**config.mk**
```make
export PLATFORM = sky130hd
export DESIGN_NAME = tile_block_pixel_decoder_flat
export DESIGN_NICKNAME = d
export VERILOG_FILES = /design/src/tbpd_pkg.sv /design/src/tbpd_in_if.sv /design/src/tbpd_out_if.sv /design/src/tbpd_seq.sv /design/src/tbpd_map.sv /design/src/tile_block_pixel_decoder.sv /design/src/flat_wrapper.sv
export SDC_FILE = /design/constraint.sdc
export NUM_CORES = 1
export LEC_CHECK = 0
export BUFFER_PORTS_ARGS = -buffer_cell sky130_fd_sc_hd__buf_4
export CORE_UTILIZATION = 50
export DETAILED_ROUTE_END_ITERATION = 12
export PLACE_DENSITY = 0.77
export SLEW_MARGIN = 20
export SYNTH_ARGS = -nofsm -noshare
export SYNTH_HDL_FRONTEND = slang
export SYNTH_SLANG_ARGS = --single-unit
export TNS_END_PERCENT = 5
```
**constraint.sdc**
```tcl
create_clock -name clk_i -period 5.5 [get_ports clk_i]
set_clock_uncertainty 0.15 [all_clocks]
set_input_delay 0.55 -clock clk_i [delete_from_list [all_inputs] [get_ports clk_i]]
set_output_delay 0.55 -clock clk_i [all_outputs]
set_load 0.05 [all_outputs]
```
**src/tbpd_pkg.sv**
```systemverilog
// Shared constants, types and floor-diamond tables for the tile block pixel decoder.
`timescale 1ns / 1ps

package tbpd_pkg;

  localparam int unsigned TileWidth     = 160;
  localparam int unsigned MaxTileHeight = 4096;
  localparam int unsigned FloorBytes    = 256;
  localparam int unsigned FloorRows     = 15;

  // configuration port
  localparam int unsigned CfgIdxW  = 3;
  localparam int unsigned CfgDataW = 13;

  localparam logic [CfgIdxW-1:0] RegBlockFormat = 3'd0;
  localparam logic [CfgIdxW-1:0] RegBlockX      = 3'd1;
  localparam logic [CfgIdxW-1:0] RegBlockY      = 3'd2;
  localparam logic [CfgIdxW-1:0] RegYOffset     = 3'd3;
  localparam logic [CfgIdxW-1:0] RegTileHeight  = 3'd4;

  localparam logic [12:0] TileHeightReset = 13'd80;

  // run-length decode phases
  localparam logic [1:0] PhaseSkip  = 2'd0;
  localparam logic [1:0] PhaseDraw  = 2'd1;
  localparam logic [1:0] PhasePixel = 2'd2;

  // pixel position in block space, ahead of tile mapping
  typedef struct packed {
    logic [15:0] col;
    logic [11:0] row;
    logic [7:0]  idx;
  } pix_req_t;

  typedef struct packed {
    logic signed [10:0] block_x;
    logic signed [11:0] block_y;
    logic [11:0]        y_offset;
    logic [12:0]        tile_height;
  } map_cfg_t;

  typedef struct packed {
    logic [9:0]  pixel_x;
    logic [11:0] pixel_y;
    logic [21:0] pixel_address;
    logic [7:0]  color_index;
    logic        transparent;
    logic        out_of_range;
  } pix_res_t;

  function automatic logic [3:0] floor_start(input logic [3:0] row);
    logic [3:0] s;
    unique case (row)
      4'd0, 4'd14: s = 4'd14;
      4'd1, 4'd13: s = 4'd12;
      4'd2, 4'd12: s = 4'd10;
      4'd3, 4'd11: s = 4'd8;
      4'd4, 4'd10: s = 4'd6;
      4'd5, 4'd9:  s = 4'd4;
      4'd6, 4'd8:  s = 4'd2;
      default:     s = 4'd0;
    endcase
    return s;
  endfunction

  function automatic logic [5:0] floor_count(input logic [3:0] row);
    logic [5:0] c;
    unique case (row)
      4'd0, 4'd14: c = 6'd4;
      4'd1, 4'd13: c = 6'd8;
      4'd2, 4'd12: c = 6'd12;
      4'd3, 4'd11: c = 6'd16;
      4'd4, 4'd10: c = 6'd20;
      4'd5, 4'd9:  c = 6'd24;
      4'd6, 4'd8:  c = 6'd28;
      4'd7:        c = 6'd32;
      default:     c = 6'd0;
    endcase
    return c;
  endfunction

endpackage

```
**src/tbpd_in_if.sv**
```systemverilog
// Byte stream channel into the tile block pixel decoder.
`timescale 1ns / 1ps

interface tbpd_in_if;
  logic       valid;
  logic       ready;
  logic [7:0] data_byte;
  logic       block_start;

  modport source (output valid, output data_byte, output block_start, input ready);
  modport sink   (input valid, input data_byte, input block_start, output ready);
endinterface

```
**src/tbpd_out_if.sv**
```systemverilog
// Pixel write channel out of the tile block pixel decoder.
`timescale 1ns / 1ps

interface tbpd_out_if;
  logic        valid;
  logic        ready;
  logic [9:0]  pixel_x;
  logic [11:0] pixel_y;
  logic [21:0] pixel_address;
  logic [7:0]  color_index;
  logic        transparent;
  logic        out_of_range;

  modport source (output valid, output pixel_x, output pixel_y, output pixel_address,
                  output color_index, output transparent, output out_of_range,
                  input ready);
  modport sink   (input valid, input pixel_x, input pixel_y, input pixel_address,
                  input color_index, input transparent, input out_of_range,
                  output ready);
endinterface

```
**src/tbpd_seq.sv**
```systemverilog
// Block decoder state: run-length phases, floor diamond walk, column and row counters.
`timescale 1ns / 1ps

module tbpd_seq (
  input  logic               clk_i,
  input  logic               rst_ni,
  input  logic               accept_i,
  input  logic [7:0]         data_byte_i,
  input  logic               block_start_i,
  input  logic               block_format_i,
  output logic               emit_o,
  output tbpd_pkg::pix_req_t req_o
);

  logic [1:0]  phase_q, phase_d;
  logic [15:0] col_q, col_d;
  logic [11:0] row_q, row_d;
  logic [7:0]  left_q, left_d;
  logic [7:0]  skip_q, skip_d;
  logic [8:0]  seen_q, seen_d;

  // state as seen by this byte, after a block start clears it
  logic [1:0]  phase_c;
  logic [15:0] col_c;
  logic [11:0] row_c;
  logic [7:0]  left_c;
  logic [7:0]  skip_c;
  logic [8:0]  seen_c;

  logic [15:0] col_inc;
  logic [7:0]  left_dec;
  logic [3:0]  frow;
  logic        frow_ok;

  always_comb begin
    if (block_start_i) begin
      phase_c = tbpd_pkg::PhaseSkip;
      col_c   = '0;
      row_c   = '0;
      left_c  = '0;
      skip_c  = '0;
      seen_c  = '0;
    end else begin
      phase_c = phase_q;
      col_c   = col_q;
      row_c   = row_q;
      left_c  = left_q;
      skip_c  = skip_q;
      seen_c  = seen_q;
    end
  end

  assign col_inc  = col_c + 16'd1;
  assign left_dec = left_c - 8'd1;
  assign frow     = row_c[3:0];
  assign frow_ok  = (row_c < 12'(tbpd_pkg::FloorRows));

  always_comb begin
    phase_d = phase_c;
    col_d   = col_c;
    row_d   = row_c;
    left_d  = left_c;
    skip_d  = skip_c;
    seen_d  = seen_c;
    emit_o  = 1'b0;
    req_o.col = col_c;
    req_o.row = row_c;
    req_o.idx = data_byte_i;

    if (block_format_i) begin
      if (seen_c < 9'(tbpd_pkg::FloorBytes)) begin
        seen_d = seen_c + 9'd1;
        if (frow_ok) begin
          emit_o    = 1'b1;
          req_o.col = col_c + 16'(tbpd_pkg::floor_start(frow));
          if (col_inc >= 16'(tbpd_pkg::floor_count(frow))) begin
            col_d = '0;
            row_d = row_c + 12'd1;
          end else begin
            col_d = col_inc;
          end
        end
      end
    end else begin
      unique case (phase_c)
        tbpd_pkg::PhaseDraw: begin
          if (skip_c == 8'd0 && data_byte_i == 8'd0) begin
            col_d   = '0;
            row_d   = row_c + 12'd1;
            phase_d = tbpd_pkg::PhaseSkip;
          end else begin
            col_d   = col_c + 16'(skip_c);
            left_d  = data_byte_i;
            phase_d = (data_byte_i != 8'd0) ? tbpd_pkg::PhasePixel : tbpd_pkg::PhaseSkip;
          end
        end
        tbpd_pkg::PhasePixel: begin
          emit_o = 1'b1;
          col_d  = col_inc;
          left_d = left_dec;
          if (left_dec == 8'd0) begin
            phase_d = tbpd_pkg::PhaseSkip;
          end
        end
        default: begin
          // skip byte; the unused code lands here as well
          skip_d  = data_byte_i;
          phase_d = tbpd_pkg::PhaseDraw;
        end
      endcase
    end
  end

  always_ff @(posedge clk_i or negedge rst_ni) begin
    if (!rst_ni) begin
      phase_q <= tbpd_pkg::PhaseSkip;
      col_q   <= '0;
      row_q   <= '0;
      left_q  <= '0;
      skip_q  <= '0;
      seen_q  <= '0;
    end else if (accept_i) begin
      phase_q <= phase_d;
      col_q   <= col_d;
      row_q   <= row_d;
      left_q  <= left_d;
      skip_q  <= skip_d;
      seen_q  <= seen_d;
    end
  end

endmodule

```
**src/tbpd_map.sv**
```systemverilog
// Maps a block-space pixel to tile coordinates, bounds check and linear address.
`timescale 1ns / 1ps

module tbpd_map (
  input  tbpd_pkg::pix_req_t req_i,
  input  tbpd_pkg::map_cfg_t cfg_i,
  output tbpd_pkg::pix_res_t res_o
);

  logic signed [17:0] tx;
  logic signed [14:0] ty;
  logic [12:0]        h_lim;
  logic               oor;
  logic [23:0]        addr;

  assign tx = $signed({2'b00, req_i.col}) + 18'(cfg_i.block_x);
  assign ty = $signed({3'b000, req_i.row}) + $signed({3'b000, cfg_i.y_offset})
            + 15'(cfg_i.block_y);

  assign h_lim = (cfg_i.tile_height > 13'(tbpd_pkg::MaxTileHeight))
               ? 13'(tbpd_pkg::MaxTileHeight) : cfg_i.tile_height;

  assign oor = tx[17] || (tx[16:0] >= 17'(tbpd_pkg::TileWidth))
            || ty[14] || (ty[13:0] >= {1'b0, h_lim});

  // 12 x 8 bit constant product, fits the address width before truncation
  assign addr = 24'(ty[11:0]) * 24'(tbpd_pkg::TileWidth) + 24'(tx[9:0]);

  always_comb begin
    res_o.color_index = req_i.idx;
    res_o.transparent = (req_i.idx == 8'd0);
    res_o.out_of_range = oor;
    if (oor) begin
      res_o.pixel_x       = '0;
      res_o.pixel_y       = '0;
      res_o.pixel_address = '0;
    end else begin
      res_o.pixel_x       = tx[9:0];
      res_o.pixel_y       = ty[11:0];
      res_o.pixel_address = addr[21:0];
    end
  end

endmodule

```
**src/tile_block_pixel_decoder.sv**
```systemverilog
// Top level of the tile block pixel decoder: config registers, pipeline and output register.
// A pixel byte's result passes through the stage register s1_q, then the output register out_q.
// Throughput: one byte per cycle while in_i.ready is high; the decoder counters update in the transfer cycle.
// Skip, draw and surplus floor bytes give no result but are still accepted as input transfers.
// Input stalls only when stage and output registers both hold pixels and output is not taken.
// Reset clears the decoder state and pipeline valids; tile_height resets to 80, others to 0.
`timescale 1ns / 1ps

module tile_block_pixel_decoder (
  input  logic                           clk_i,
  input  logic                           rst_ni,
  input  logic                           cfg_we_i,
  input  logic [tbpd_pkg::CfgIdxW-1:0]   cfg_idx_i,
  input  logic [tbpd_pkg::CfgDataW-1:0]  cfg_wdata_i,
  tbpd_in_if.sink                        in_i,
  tbpd_out_if.source                     out_o
);

  logic               block_format_q;
  tbpd_pkg::map_cfg_t cfg_q;

  logic               in_xfer;
  logic               advance;
  logic               emit;
  tbpd_pkg::pix_req_t req;
  logic               s1_valid_q;
  tbpd_pkg::pix_req_t s1_q;
  tbpd_pkg::pix_res_t res;
  logic               out_valid_q;
  tbpd_pkg::pix_res_t out_q;

  always_ff @(posedge clk_i or negedge rst_ni) begin
    if (!rst_ni) begin
      block_format_q    <= 1'b0;
      cfg_q.block_x     <= '0;
      cfg_q.block_y     <= '0;
      cfg_q.y_offset    <= '0;
      cfg_q.tile_height <= tbpd_pkg::TileHeightReset;
    end else if (cfg_we_i) begin
      unique case (cfg_idx_i)
        tbpd_pkg::RegBlockFormat: block_format_q    <= cfg_wdata_i[0];
        tbpd_pkg::RegBlockX:      cfg_q.block_x     <= cfg_wdata_i[10:0];
        tbpd_pkg::RegBlockY:      cfg_q.block_y     <= cfg_wdata_i[11:0];
        tbpd_pkg::RegYOffset:     cfg_q.y_offset    <= cfg_wdata_i[11:0];
        tbpd_pkg::RegTileHeight:  cfg_q.tile_height <= cfg_wdata_i[12:0];
        default: ;
      endcase
    end
  end

  assign advance  = !out_valid_q || out_o.ready;
  assign in_i.ready = !s1_valid_q || advance;
  assign in_xfer  = in_i.valid && in_i.ready;

  tbpd_seq u_seq (
    .clk_i          (clk_i),
    .rst_ni         (rst_ni),
    .accept_i       (in_xfer),
    .data_byte_i    (in_i.data_byte),
    .block_start_i  (in_i.block_start),
    .block_format_i (block_format_q),
    .emit_o         (emit),
    .req_o          (req)
  );

  always_ff @(posedge clk_i or negedge rst_ni) begin
    if (!rst_ni) begin
      s1_valid_q <= 1'b0;
    end else if (in_i.ready) begin
      s1_valid_q <= in_xfer && emit;
    end
  end

  always_ff @(posedge clk_i) begin
    if (in_xfer && emit) begin
      s1_q <= req;
    end
  end

  tbpd_map u_map (
    .req_i (s1_q),
    .cfg_i (cfg_q),
    .res_o (res)
  );

  always_ff @(posedge clk_i or negedge rst_ni) begin
    if (!rst_ni) begin
      out_valid_q <= 1'b0;
    end else if (advance) begin
      out_valid_q <= s1_valid_q;
    end
  end

  always_ff @(posedge clk_i) begin
    if (advance && s1_valid_q) begin
      out_q <= res;
    end
  end

  assign out_o.valid         = out_valid_q;
  assign out_o.pixel_x       = out_q.pixel_x;
  assign out_o.pixel_y       = out_q.pixel_y;
  assign out_o.pixel_address = out_q.pixel_address;
  assign out_o.color_index   = out_q.color_index;
  assign out_o.transparent   = out_q.transparent;
  assign out_o.out_of_range  = out_q.out_of_range;

endmodule

```
**src/flat_wrapper.sv**
```systemverilog
// flat-port wrapper written by rule: the top's interface ports become plain ports
module tile_block_pixel_decoder_flat 
  (clk_i, rst_ni, cfg_we_i, cfg_idx_i, cfg_wdata_i, in_i_valid, in_i_data_byte, in_i_block_start, in_i_ready, out_o_valid, out_o_pixel_x, out_o_pixel_y, out_o_pixel_address, out_o_color_index, out_o_transparent, out_o_out_of_range, out_o_ready);
  tbpd_in_if in_i_i ();
  tbpd_out_if out_o_i ();
  input  logic clk_i;
  input  logic rst_ni;
  input  logic cfg_we_i;
  input  logic [tbpd_pkg::CfgIdxW-1:0] cfg_idx_i;
  input  logic [tbpd_pkg::CfgDataW-1:0] cfg_wdata_i;
  input wire logic [$bits(in_i_i.valid)-1:0] in_i_valid;
  input wire logic [$bits(in_i_i.data_byte)-1:0] in_i_data_byte;
  input wire logic [$bits(in_i_i.block_start)-1:0] in_i_block_start;
  output wire logic [$bits(in_i_i.ready)-1:0] in_i_ready;
  output wire logic [$bits(out_o_i.valid)-1:0] out_o_valid;
  output wire logic [$bits(out_o_i.pixel_x)-1:0] out_o_pixel_x;
  output wire logic [$bits(out_o_i.pixel_y)-1:0] out_o_pixel_y;
  output wire logic [$bits(out_o_i.pixel_address)-1:0] out_o_pixel_address;
  output wire logic [$bits(out_o_i.color_index)-1:0] out_o_color_index;
  output wire logic [$bits(out_o_i.transparent)-1:0] out_o_transparent;
  output wire logic [$bits(out_o_i.out_of_range)-1:0] out_o_out_of_range;
  input wire logic [$bits(out_o_i.ready)-1:0] out_o_ready;
  assign in_i_i.valid = in_i_valid;
  assign in_i_i.data_byte = in_i_data_byte;
  assign in_i_i.block_start = in_i_block_start;
  assign in_i_ready = in_i_i.ready;
  assign out_o_valid = out_o_i.valid;
  assign out_o_pixel_x = out_o_i.pixel_x;
  assign out_o_pixel_y = out_o_i.pixel_y;
  assign out_o_pixel_address = out_o_i.pixel_address;
  assign out_o_color_index = out_o_i.color_index;
  assign out_o_transparent = out_o_i.transparent;
  assign out_o_out_of_range = out_o_i.out_of_range;
  assign out_o_i.ready = out_o_ready;
  tile_block_pixel_decoder u_core (.clk_i(clk_i), .rst_ni(rst_ni), .cfg_we_i(cfg_we_i), .cfg_idx_i(cfg_idx_i), .cfg_wdata_i(cfg_wdata_i), .in_i(in_i_i), .out_o(out_o_i));
endmodule
```
==> results.tsv, run 1 <==
stage	metric	value	unit
status	status	finished, violations left	
status	failing checks	setup timing	
yosys	post-synthesis adder-cell area fraction	11.16	%
timing	Tmin final	5.517	ns
yosys	post-synthesis xor/xnor area fraction	6.292	%
yosys	sequential fraction of the synthesis area	40.43	%
routing	post-route ant nets	0	
global_route	initial antenna violation count	0	
timing	Hold Fails Final Rpt	0	
timing	Setup TNS	-0.02263	ns
routing	1st-pass router iterations	5	
yosys	Synth Area in Compound Gates	15.63	%
yosys	Synth area leaders	dfrtp_1 20%, edfxtp_1 20%, ha_1 10%, nand2_1 4.4%, mux2_2 4.0%	
placement	placed cell area	13900	um^2
yosys	Syn. warnings	0	
timing	fin crit share	100.3	%
die	die width	162.0	um
clock_network	Num CTS Buffers	17	
clock_network	CTS Hold Buffers Added	0	
global_route	total grt overflow	0	
global_route	pin count of the biggest net entering global routing	68	
die	die area	26260	um^2
die	Initial Util	50.85	%
yosys	Commonest cells post-synth	149 x nand2_1, 107 x nor2_1, 104 x dfrtp_1, 103 x ha_1, 90 x o21ai_0	
clock_network	clk_lat worst skew	0.44	ns
setup_path	CP max FO	30	
routing	drt drc	0	
die	chip height	162.0	um
die	Cell Rows	58	
clock_network	clock sink total	190	
yosys	post-synthesis simple-gate area fraction	17.50	%
placement	number of port buffers	84	
timing	WHS	0.02742	ns
setup_path	CP startpoint	u_core.s1_q[8]	
timing	# setup viols final	2	
yosys	Syn Inst Count	1340	
routing	DR WL/cell	17.08	um
power	Static Leak	0.006234	uW
yosys	most common cell in the synthesized netlist	nand2_1	
setup_path	critical path arrival	5.64	ns
layout	NumNets Final	1565	
setup_path	crit end category	flip-flop	
global_route	vias in the first global route	9878	
yosys	synthesized area	12810	um^2
routing	initial drt markers	901	
yosys	Synth cell types	75	
placement	Final GP Congestion	0.9291	
layout	Area Overhead vs Synth	14.26	%
power	worst vdd ir	992.5	uV
run	Max-cap violations	0	
clock_network	Root Buffer Master	clkbuf_16	
setup_path	Worst R2R Start	u_core.s1_q[8]	
yosys	largest family of logic cells by synthesized area	simple AND/OR/NAND/NOR gates	
clock_network	CTS tree	yes	
timing	Max-slew headroom	28.45	%
timing	RSZ-0062 raised after global routing	true	
yosys	EDFF count, synth	84	
routing	vias post-DR	10429	
yosys	ys async rst share	55.79	%
yosys	post-synthesis mux area share	5.296	%
timing	final slew viol count	0	
routing	Vias/cell	5.899	
yosys	Yosys top cell by area	dfrtp_1	
placement	Final HPWL DP	21820	um
timing	worst setup margin	-0.01665	ns
setup_path	worst setup path class	flip-flop to flip-flop	
clock_network	maximum clock path buffer count	2	
die	Core ar.	25180	um^2
setup_path	R2R setup slack	-0.02	ns
power	PwrDens	723.4	nW/um^2
layout	filler cell count	2110	
yosys	post-synthesis register bit count	190	
clock_network	Reg clk slew, reported paths	0.08	ns
setup_path	Worst EP required	5.62	ns
die	num ports	86	
timing	Least-Margin Pin Slew	1.073	ns
power	post-route total power	10580	uW
setup_path	CP startpoint kind	flip-flop	
layout	Ant. Diodes	0	
timing	Peak Freq	181.3	MHz
yosys	ys flop type	dfrtp_1	
yosys	Synth top area share	20.32	%
layout	post-route cell area	14630	um^2
routing	routed wire length	30200	um
global_route	global-route wire length before repair	49180	um
global_route	All-Layer GR Usage	23.34	%
hold_path	hold crit path type	input port to asynchronous set/reset pin	
yosys	Mean Syn Cell Area	9.557	um^2
clock_network	htree depth	4	
layout	share of layout cells above drive strength 1	17.32	%
==> logic make-up after synthesis <==
group,Yosys count
AO/OA/AOI/OAI,307
XOR/XNOR,92
adder cells (fa/ha/maj),110
buffers and inverters,116
flip-flops,190
multiplexers,62
other,1
AND/OR/NAND/NOR,462
==> flip-flops by register name, indices dropped and copies added (netlist names) <==
| register | count |
|---|---|
| u_core.cfg_q | 48 |
| u_core.s1_q | 36 |
| u_core.out_o.pixel_address | 16 |
| u_core.u_seq.col_q | 16 |
| u_core.out_o.pixel_y | 12 |
| u_core.u_seq.row_q | 12 |
| u_core.out_o.pixel_x | 10 |
| u_core.u_seq.seen_q | 9 |
| u_core.out_o.color_index | 8 |
| u_core.u_seq.left_q | 8 |
| u_core.u_seq.skip_q | 8 |
| u_core.u_seq.phase_q | 2 |
| u_core.block_format_q | 1 |
| u_core.out_o.out_of_range | 1 |
| u_core.out_o.transparent | 1 |
| u_core.out_o.valid | 1 |
| u_core.s1_valid_q | 1 |
==> report_power, final <==
group / internal, uW / switching [uW] / leakage, uW
clock: 649 / 617 / 0.000287
combinational: 3380 / 4030 / 0.00382
sequential: 1740 / 172 / 0.00213
total: 5770 / 4820 / 0.00623
==> path summary, 6_finish.rpt <==
check / to / depth (start not counted)
min in group clk_i: u_core.s1_q[7] / 1
max in group asynchronous: u_core.cfg_q[46] / 2
max reg2reg: u_core.out_o.pixel_x[4] / 23
min reg2reg: u_core.out_o.color_index[1] / 0
max: u_core.out_o.pixel_x[4] / 23
min: u_core.u_seq.seen_q[5] / 1
==> critical path: stages, from the launching register on <==
cell,delay [ns]
edfxtp_1,0.37
ha_1,0.23
fa_1,0.40
a21oi_2,0.16
nor2_1,0.05
nor2_1,0.13
o21bai_1,0.09
a21oi_2,0.15
xnor2_1,0.10
ha_1,0.23
or4_1,0.52
o211ai_2,0.25
o21ai_1,0.12
a21o_1,0.22
xor2_2,0.15
ha_1,0.31
a211o_1,0.30
o221ai_2,0.18
a31oi_1,0.08
or4_4,0.50
nor4_4,0.20
inv_2,0.09
buf_12,0.17
a211oi_2,0.20
==> layer usage <==
metal  GRT usage (%)  up-vias  part of all wire [%]
li1                -     4995                     -
met1           31.01     4960                    44
met2           38.84      406                    47
met3           2.886       68                   6.1
met4           9.005        0                   2.9
met5               0        -                     0
==> stage by stage <==
step	std cells	setup slack (ns)	util (%)
2_1_floorplan	1343	0.0004459	-
3_3_place_gp	1733	-0.01277	55.20
3_5_place_dp	1733	-0.1862	55.20
4_1_cts	1768	0.002018	57.74
5_1_grt	1768	-0.2714	58.11
6_report	1768	-0.01665	58.11
==> cell usage in the layout, fill, tap and decap left out, types with 46 or more instances in the layout <==
master    instances
xnor2_1          53
a21oi_1          59
edfxtp_1         84
o21ai_0          87
nor2_1          107
ha_1             99
nand2_1         149
mux2_2           46
buf_4           123
inv_1            53
dfrtp_1         104
==> area by class of cell <==
| class | count | area (um^2) | share of cell area [%] |
|---|---|---|---|
| timing repair buffer | 124 | 943.4 | 6.447 |
| inverter | 55 | 206.4 | 1.411 |
| sequential | 190 | 5177 | 35.38 |
| tap | 330 | 412.9 | 2.822 |
| clock buffer | 17 | 425.4 | 2.907 |
| multi-input combinational | 1037 | 7298 | 49.88 |
| clock inverter | 15 | 168.9 | 1.154 |
==> what timing repair did <==
item,in CTS,in global routing
setup buffers,3,0
endpoints found under the setup margin,36,36
pin swaps,5,7
gates resized for setup,7,19
(Power assumes the default switching activity.)
==> inputs of run 2 (changes only) <==
--- a/config.mk
+++ b/config.mk
@@ -8,7 +8,8 @@
 export BUFFER_PORTS_ARGS = -buffer_cell sky130_fd_sc_hd__buf_4
 export CORE_UTILIZATION = 50
 export DETAILED_ROUTE_END_ITERATION = 12
-export PLACE_DENSITY = 0.77
+export GPL_TIMING_DRIVEN = 0
+export PLACE_DENSITY = 0.74
 export SLEW_MARGIN = 20
 export SYNTH_ARGS = -nofsm -noshare
 export SYNTH_HDL_FRONTEND = slang
==> constraint.sdc (replaced) <==
create_clock -name clk_i -period 5.6 [get_ports clk_i]
set_clock_uncertainty 0.15 [all_clocks]
set_input_delay 0.56 -clock clk_i [delete_from_list [all_inputs] [get_ports clk_i]]
set_output_delay 0.56 -clock clk_i [all_outputs]
set_load 0.05 [all_outputs]
==> run 2 against run 1 <==
Against the previous run: the flow still finishes with violations (setup timing); die area stayed put; register-to-register slack is essentially flat; via count increased by 2.0%; non-clock buffer count increased by 41; largest power group unchanged; highest routed layer unchanged; first-iteration DRC count shrank 2.2%; hold slack improved by 0.16 ns; sequential share of layout area decreased by 0.67 points; critical path depth grew 1; wire length increased by 7.6%.
==> results.tsv, run 2 (same netlist as run 1, synthesis figures left out) <==
stage	metric	value	unit	change
die	num ports	86		unchanged
die	Cell Rows	58		unchanged
die	Core ar.	25180	um^2	unchanged
routing	Vias/cell	5.879		was 5.899
setup_path	worst-path cell chain	buf_6 -> fa_2 -> a21oi_2 -> nor2_1 -> nor2_1 -> o21bai_1 -> a21oi_2 -> xnor2_1 -> ha_2 -> or4_4 -> o211ai_4 -> o21ai_2 -> a21o_1 -> xor2_4 -> ha_4 -> a211o_1 -> o221ai_2 -> a31oi_4 -> or4_4 -> nor4_4 -> buf_6 -> inv_8 -> clkbuf_4 -> nor2_1		was ha_1 -> fa_1 -> a21oi_2 -> nor2_1 -> nor2_1 -> o21bai_1 -> a21oi_2 -> xnor2_1 -> ha_1 -> or4_1 -> o211ai_2 -> o21ai_1 -> a21o_1 -> xor2_2 -> ha_1 -> a211o_1 -> o221ai_2 -> a31oi_1 -> or4_4 -> nor4_4 -> inv_2 -> buf_12 -> a211oi_2
layout	Ant. Diodes	0		unchanged
power	post-route total power	10200	uW	was 10580 uW
clock_network	clock sink total	190		unchanged
routing	1st-pass router iterations	6		was 5
timing	worst setup margin	-0.03132	ns	was -0.01665 ns
die	Initial Util	50.85	%	unchanged
power	Sequential Power Share	18.3	%	was 18.1%
die	die width	162.0	um	unchanged
global_route	met2 Track Usage GR	40.40	%	was 38.84%
setup_path	Worst EP required	5.74	ns	was 5.62 ns
setup_path	slowest stage delay, CP	0.51	ns	was 0.52 ns
power	worst vdd ir	820.5	uV	was 992.5 uV
power	clock share of power	11.3	%	was 12.0%
clock_network	maximum clock path buffer count	2		unchanged
global_route	total grt overflow	0		unchanged
timing	fin crit share	100.6	%	was 100.3%
layout	Largest Register	u_core.cfg_q		unchanged
global_route	global-route wire length before repair	50580	um	was 49180 um
routing	post-route ant nets	0		unchanged
status	status	finished, violations left		unchanged
timing	RSZ-0062 raised after global routing	true		unchanged
global_route	All-Layer GR Usage	24.56	%	was 23.34%
routing	DR WL/cell	17.96	um	was 17.08 um
setup_path	crit end category	flip-flop		unchanged
timing	Least-Margin Pin Slew	0.7476	ns	was 1.073 ns
power	Sw Ratio	46.73	%	was 45.51%
status	failing checks	setup timing		unchanged
timing	Setup TNS	-0.08914	ns	was -0.02263 ns
power	Internal	5435	uW	was 5768 uW
global_route	vias in the first global route	9942		was 9878
power	NetSw	4768	uW	was 4817 uW
layout	Area Overhead vs Synth	16.47	%	was 14.26%
clock_network	htree depth	4		unchanged
timing	Max-slew headroom	50.06	%	was 28.45%
routing	routed wire length	32490	um	was 30200 um
clock_network	CTS tree	yes		unchanged
routing	initial drt markers	881		was 901
setup_path	worst setup path class	flip-flop to flip-flop		unchanged
placement	Final GP Congestion	0.9161		was 0.9291
timing	final slew viol count	0		unchanged
layout	share of layout cells above drive strength 1	17.24	%	was 17.32%
timing	Hold Fails Final Rpt	0		unchanged
layout	most frequent cells in the layout	149 x nand2_1, 104 x nor2_1, 104 x dfrtp_1		was 149 x nand2_1, 123 x buf_4, 107 x nor2_1
clock_network	Root Buffer Master	clkbuf_16		unchanged
timing	WHS	0.1832	ns	was 0.02742 ns
placement	placed cell count	1760		was 1733
power	Static Leak	0.006285	uW	was 0.006234 uW
setup_path	cell repeated most along the worst path	nor2_1		was ha_1
die	chip height	162.0	um	unchanged
clock_network	Num CTS Buffers	17		unchanged
placement	number of port buffers	84		unchanged
die	die area	26260	um^2	unchanged
timing	Peak Freq	177.6	MHz	was 181.3 MHz
clock_network	clk_lat worst skew	0.45	ns	was 0.44 ns
global_route	met3 Track Usage GR	4.239	%	was 2.886%
global_route	met1 Use GR	31.99	%	was 31.01%
routing	vias post-DR	10636		was 10429
power	PwrDens	684.1	nW/um^2	was 723.4 nW/um^2
setup_path	slowest CP cell	or4_4		was or4_1
clock_network	Reg clk slew, reported paths	0.07	ns	was 0.08 ns
global_route	initial antenna violation count	0		unchanged
placement	Final HPWL DP	23880	um	was 21820 um
setup_path	CP startpoint kind	flip-flop		unchanged
global_route	GRT busiest layer	met2		unchanged
global_route	pin count of the biggest net entering global routing	62		was 68
layout	Layout Cells excl Fill	1809		was 1768
hold_path	hold crit path type	input port to flip-flop		was input port to asynchronous set/reset pin
layout	commonest non-fill, non-tap cell in the layout	nand2_1		unchanged
timing	# setup viols final	4		was 2
setup_path	CP max FO	10		was 30
layout	largest registers	u_core.cfg_q (48), u_core.s1_q (36)		unchanged
layout	NumNets Final	1606		was 1565
setup_path	critical path arrival	5.77	ns	was 5.64 ns
run	Max-cap violations	0		unchanged
timing	Tmin final	5.631	ns	was 5.517 ns
power	Comb power frac	70.3	%	was 69.9%
layout	max reg flops	48		unchanged
routing	drt drc	0		unchanged
run 2: routing by layer:
layer / vias to the layer above / wire length [um]
li1: 5077 / -
met1: 5059 / 13880
met2: 420 / 15400
met3: 80 / 2095
met4: 0 / 1116
met5: - / 0
run 2: final timing paths:
kind,from,end,slack [ns],cells past startpoint
worst max-delay path,u_core.s1_q[9],u_core.out_o.pixel_address[6],-0.03,24
worst min-delay path,in_i_data_byte[0],u_core.s1_q[0],0.18,1
worst max register to register,u_core.s1_q[9],u_core.out_o.pixel_address[6],-0.03,24
worst min register to register,u_core.s1_q[2],u_core.out_o.color_index[2],0.30,0
max in group asynchronous,rst_ni,u_core.cfg_q[4],4.10,3
min in group asynchronous,rst_ni,u_core.out_o.valid,0.47,2
run 2: stage by stage:
step / instance area, um^2 / worst slack (ns) / util [%]
after floorplan: 12820 / 0.1004 / -
after global placement: 13860 / -2.357 / 55.04
after detailed placement: 13950 / -1.044 / 55.39
after CTS: 14660 / -0.03296 / 58.22
after global routing: 14920 / -0.1613 / 59.23
final: 14920 / -0.03132 / 59.23
run 2: critical path, delay by kind of cell, from the launching register on:
family | cells | cell delay, ns
buffers and inverters | 4 | 0.58
and+or+nand+nor | 6 | 1.51
adders and majority gates | 3 | 0.85
DFF | 1 | 0.42
AOI/OAI and AO/OA | 9 | 1.67
xor gates and xnor gates | 2 | 0.30
run 2: what timing repair did:
action                                  in CTS  in global routing
endpoints found under the hold margin       45                  0
hold buffers                                 1                  0
gates cloned                                 0                  1
gates resized for setup                     22                 42
pin swaps                                    7                 23
setup buffers                                8                  7
endpoints found under the setup margin      44                 45
run 2: power by group through the flow:
stage          Sequential (uW)  Clock, uW  Combinational [uW]
2_1_floorplan             2000          0                5070
3_3_place_gp              1890          0                6220
3_5_place_dp              1890          0                6370
4_1_cts                   1870       1160                6700
5_1_grt                   1900       1220                7920
6_report                  1870       1160                7170
run 2: cell type report:
cell class                      instances  area, um^2
Clock inverter                         13       106.4
Tap cell                              330       412.9
Sequential cell                       190        5177
Buffer                                 61       276.5
Multi-Input combinational cell       1037        7436
Timing Repair Buffer                  104       859.6
Inverter                               55       214.0
Clock buffer                           19       432.9
Fill cell                            2102       10270
==> inputs of run 3 (changes only) <==
--- a/config.mk
+++ b/config.mk
@@ -8,7 +8,7 @@
 export BUFFER_PORTS_ARGS = -buffer_cell sky130_fd_sc_hd__buf_4
 export CORE_UTILIZATION = 50
 export DETAILED_ROUTE_END_ITERATION = 12
-export GPL_TIMING_DRIVEN = 0
+export GPL_TIMING_DRIVEN = 1
 export PLACE_DENSITY = 0.74
 export SLEW_MARGIN = 20
 export SYNTH_ARGS = -nofsm -noshare
==> constraint.sdc (replaced) <==
create_clock -name clk_i -period 6.4 [get_ports clk_i]
set_clock_uncertainty 0.15 [all_clocks]
set_input_delay 0.64 -clock clk_i [delete_from_list [all_inputs] [get_ports clk_i]]
set_output_delay 0.64 -clock clk_i [all_outputs]
set_load 0.05 [all_outputs]
==> run 3 against run 2 <==
Against the previous run: die area stayed put; critical path type unchanged; final cell count is 3.4% lower; sequential share of layout area is 1.4 points higher; total power is 18% lower; hold slack worse by 0.11 ns; clock power is 10% lower; the flow now finishes without violations.
==> results.tsv, run 3 (same netlist as run 1, synthesis figures left out) <==
stage	metric	value	unit	change
setup_path	crit path buf inv count	2		was 4
global_route	global-route wire length before repair	49380	um	was 50580 um
placement	Final HPWL DP	21750	um	was 23880 um
timing	final slew viol count	0		unchanged
setup_path	Worst EP required	6.51	ns	was 5.74 ns
power	Static Leak	0.006082	uW	was 0.006285 uW
routing	Vias/cell	5.849		was 5.879
layout	Ant. Diodes	0		unchanged
timing	Setup TNS	0	ns	was -0.08914 ns
global_route	pin count of the biggest net entering global routing	68		was 62
clock_network	clock sink total	190		unchanged
hold_path	hold crit path type	input port to asynchronous set/reset pin		was input port to flip-flop
layout	Layout Cells excl Fill	1747		was 1809
timing	Max-slew headroom	30.83	%	was 50.06%
routing	vias post-DR	10218		was 10636
layout	share of layout cells above drive strength 1	14.40	%	was 17.24%
power	Sequential Power Share	19.6	%	was 18.3%
layout	commonest non-fill, non-tap cell in the layout	nand2_1		unchanged
clock_network	Num CTS Buffers	17		unchanged
global_route	GRT busiest layer	met2		unchanged
routing	DR WL/cell	17.00	um	was 17.96 um
placement	placed cell count	1715		was 1760
status	status	complete, no violations		was finished, violations left
power	Sw Ratio	46.35	%	was 46.73%
power	worst vdd ir	747.1	uV	was 820.5 uV
timing	fin crit share	92.28	%	was 100.6%
timing	RSZ-0062 raised after global routing	false		was true
clock_network	clk_lat worst skew	0.43	ns	was 0.45 ns
setup_path	CP startpoint kind	flip-flop		unchanged
placement	number of port buffers	84		unchanged
timing	# setup viols final	0		was 4
setup_path	slowest stage delay, CP	0.52	ns	was 0.51 ns
routing	routed wire length	29700	um	was 32490 um
setup_path	worst-path cell chain	ha_1 -> fa_1 -> a21oi_1 -> nor2_1 -> nor2_1 -> o21bai_1 -> a21oi_1 -> o21ai_0 -> xor2_1 -> ha_1 -> a21o_1 -> a21oi_2 -> o21ai_0 -> a21o_1 -> xor2_1 -> buf_4 -> ha_1 -> a211o_1 -> o221ai_1 -> a31oi_1 -> or4_4 -> nor4_4 -> inv_4 -> a211oi_2		was buf_6 -> fa_2 -> a21oi_2 -> nor2_1 -> nor2_1 -> o21bai_1 -> a21oi_2 -> xnor2_1 -> ha_2 -> or4_4 -> o211ai_4 -> o21ai_2 -> a21o_1 -> xor2_4 -> ha_4 -> a211o_1 -> o221ai_2 -> a31oi_4 -> or4_4 -> nor4_4 -> buf_6 -> inv_8 -> clkbuf_4 -> nor2_1
global_route	initial antenna violation count	0		unchanged
die	Initial Util	50.85	%	unchanged
routing	drt drc	0		unchanged
setup_path	crit end category	flip-flop		unchanged
timing	WHS	0.07694	ns	was 0.1832 ns
power	clock share of power	12.4	%	was 11.3%
setup_path	CP startpoint	u_core.s1_q[8]		was u_core.s1_q[9]
setup_path	CP delay by family, top	compound AO/OA/AOI/OAI gates		unchanged
setup_path	critical path arrival	6.02	ns	was 5.77 ns
global_route	All-Layer GR Usage	23.54	%	was 24.56%
layout	Area Overhead vs Synth	11.94	%	was 16.47%
global_route	total grt overflow	0		unchanged
setup_path	CP max FO	30		was 10
power	post-route total power	8392	uW	was 10200 uW
timing	Tmin final	5.906	ns	was 5.631 ns
power	PwrDens	585.4	nW/um^2	was 684.1 nW/um^2
placement	Final GP Congestion	0.8986		was 0.9161
timing	Peak Freq	169.3	MHz	was 177.6 MHz
routing	post-route ant nets	0		unchanged
global_route	met3 Track Usage GR	3.371	%	was 4.239%
timing	Hold Fails Final Rpt	0		unchanged
power	Internal	4503	uW	was 5435 uW
die	die area	26260	um^2	unchanged
layout	Largest Register	u_core.cfg_q		unchanged
layout	filler cell count	2186		was 2102
global_route	met2 Track Usage GR	37.71	%	was 40.40%
global_route	vias in the first global route	10026		was 9942
power	NetSw	3889	uW	was 4768 uW
clock_network	Reg clk slew, reported paths	0.07	ns	about the same
layout	max reg flops	48		unchanged
die	Cell Rows	58		unchanged
routing	initial drt markers	868		was 881
clock_network	Root Buffer Master	clkbuf_16		unchanged
die	Core ar.	25180	um^2	unchanged
power	Comb power frac	68.0	%	was 70.3%
clock_network	htree depth	4		unchanged
setup_path	slowest CP cell	or4_4		unchanged
routing	1st-pass router iterations	6		unchanged
layout	NumNets Final	1544		was 1606
clock_network	maximum clock path buffer count	2		unchanged
layout	largest registers	u_core.cfg_q (48), u_core.s1_q (36)		unchanged
clock_network	CTS tree	yes		unchanged
die	chip height	162.0	um	unchanged
die	die width	162.0	um	unchanged
setup_path	cell repeated most along the worst path	ha_1		was nor2_1
run	Max-cap violations	0		unchanged
setup_path	Worst R2R Start	u_core.s1_q[8]		was u_core.s1_q[9]
layout	area occupied by multi-input gates	7187	um^2	was 7436 um^2
setup_path	worst setup path class	flip-flop to flip-flop		unchanged
layout	Reg area	5177	um^2	unchanged
timing	Least-Margin Pin Slew	1.034	ns	was 0.7476 ns
layout	most frequent cells in the layout	149 x nand2_1, 107 x nor2_1, 104 x dfrtp_1		was 149 x nand2_1, 104 x nor2_1, 104 x dfrtp_1
global_route	met1 Use GR	31.15	%	was 31.99%
die	num ports	86		unchanged
[run 3: changes by cell type in the layout (fill, tap and decap cells not counted), sizes merged]
cell,before,now
inv,60,59
bufinv,0,1
clkinv,5,4
buf,117,103
dlygate4sd3,1,0
clkbuf,66,19
clkinvlp,3,4
[run 3: final timing paths]
kind	end	slack [ns]	cells after the start
max	u_core.out_o.pixel_x[4]	0.49	24
min	u_core.out_o.valid	0.08	1
max reg2reg	u_core.out_o.pixel_x[4]	0.49	24
min reg2reg	u_core.out_o.color_index[0]	0.31	0
max in group asynchronous	u_core.cfg_q[46]	4.76	2
min in group clk_i	u_core.s1_q[4]	0.28	1
[run 3: per-layer routing]
| metal | vias to the layer above | wire, um |
|---|---|---|
| met4 | 0 | 1177 |
| li1 | 4952 | - |
| met2 | 331 | 13540 |
| met1 | 4850 | 13520 |
| met5 | - | 0 |
| met3 | 85 | 1457 |
[run 3: timing repair]
action / 4_1_cts / 5_1_grt
resized for setup: 0 / 3
setup endpoints to repair: 0 / 11
hold buffers: 0 / 0
buffers inserted: 0 / 0
[run 3: worst reg2reg max path, delay by kind of cell, from the launching register on]
family                     cells  cell delay, ns
and+or+nand+nor                4            1.06
adders and majority gates      4            1.32
buffers and inverters          2            0.36
AOI/OAI and AO/OA             12            2.18
xor gates and xnor gates       2            0.31
DFF                            1            0.38
[run 3: final cells by class]
cell class,instances,share of cell area (%)
Clock buffer,19,3.020
Clock inverter,13,0.9077
Inverter,55,1.458
Multi-Input combinational cell,1037,50.14
Sequential cell,190,36.12
Tap cell,330,2.880
Timing Repair Buffer,103,5.481
[run 3: power groups by stage]
| stage | Sequential [uW] | Clock, uW | Combinational (uW) |
|---|---|---|---|
| 2_1_floorplan | 1750 | 0 | 4440 |
| 4_1_cts | 1640 | 1060 | 5680 |
| 5_1_grt | 1670 | 1110 | 6380 |
| 3_5_place_dp | 1670 | 0 | 5620 |
| 6_report | 1640 | 1040 | 5710 |
| 3_3_place_gp | 1660 | 0 | 5480 |
[run 3: per-stage QoR]
| stage | setup WS (ns) | cell area (um^2) | util [%] |
|---|---|---|---|
| floorplan | 0.9004 | 12820 | - |
| global placement | 0.5175 | 13770 | 54.67 |
| detailed placement | 0.3651 | 13770 | 54.67 |
| CTS | 0.3288 | 14330 | 56.90 |
| global route | 0.07728 | 14340 | 56.93 |
| finish | 0.4941 | 14340 | 56.93 |
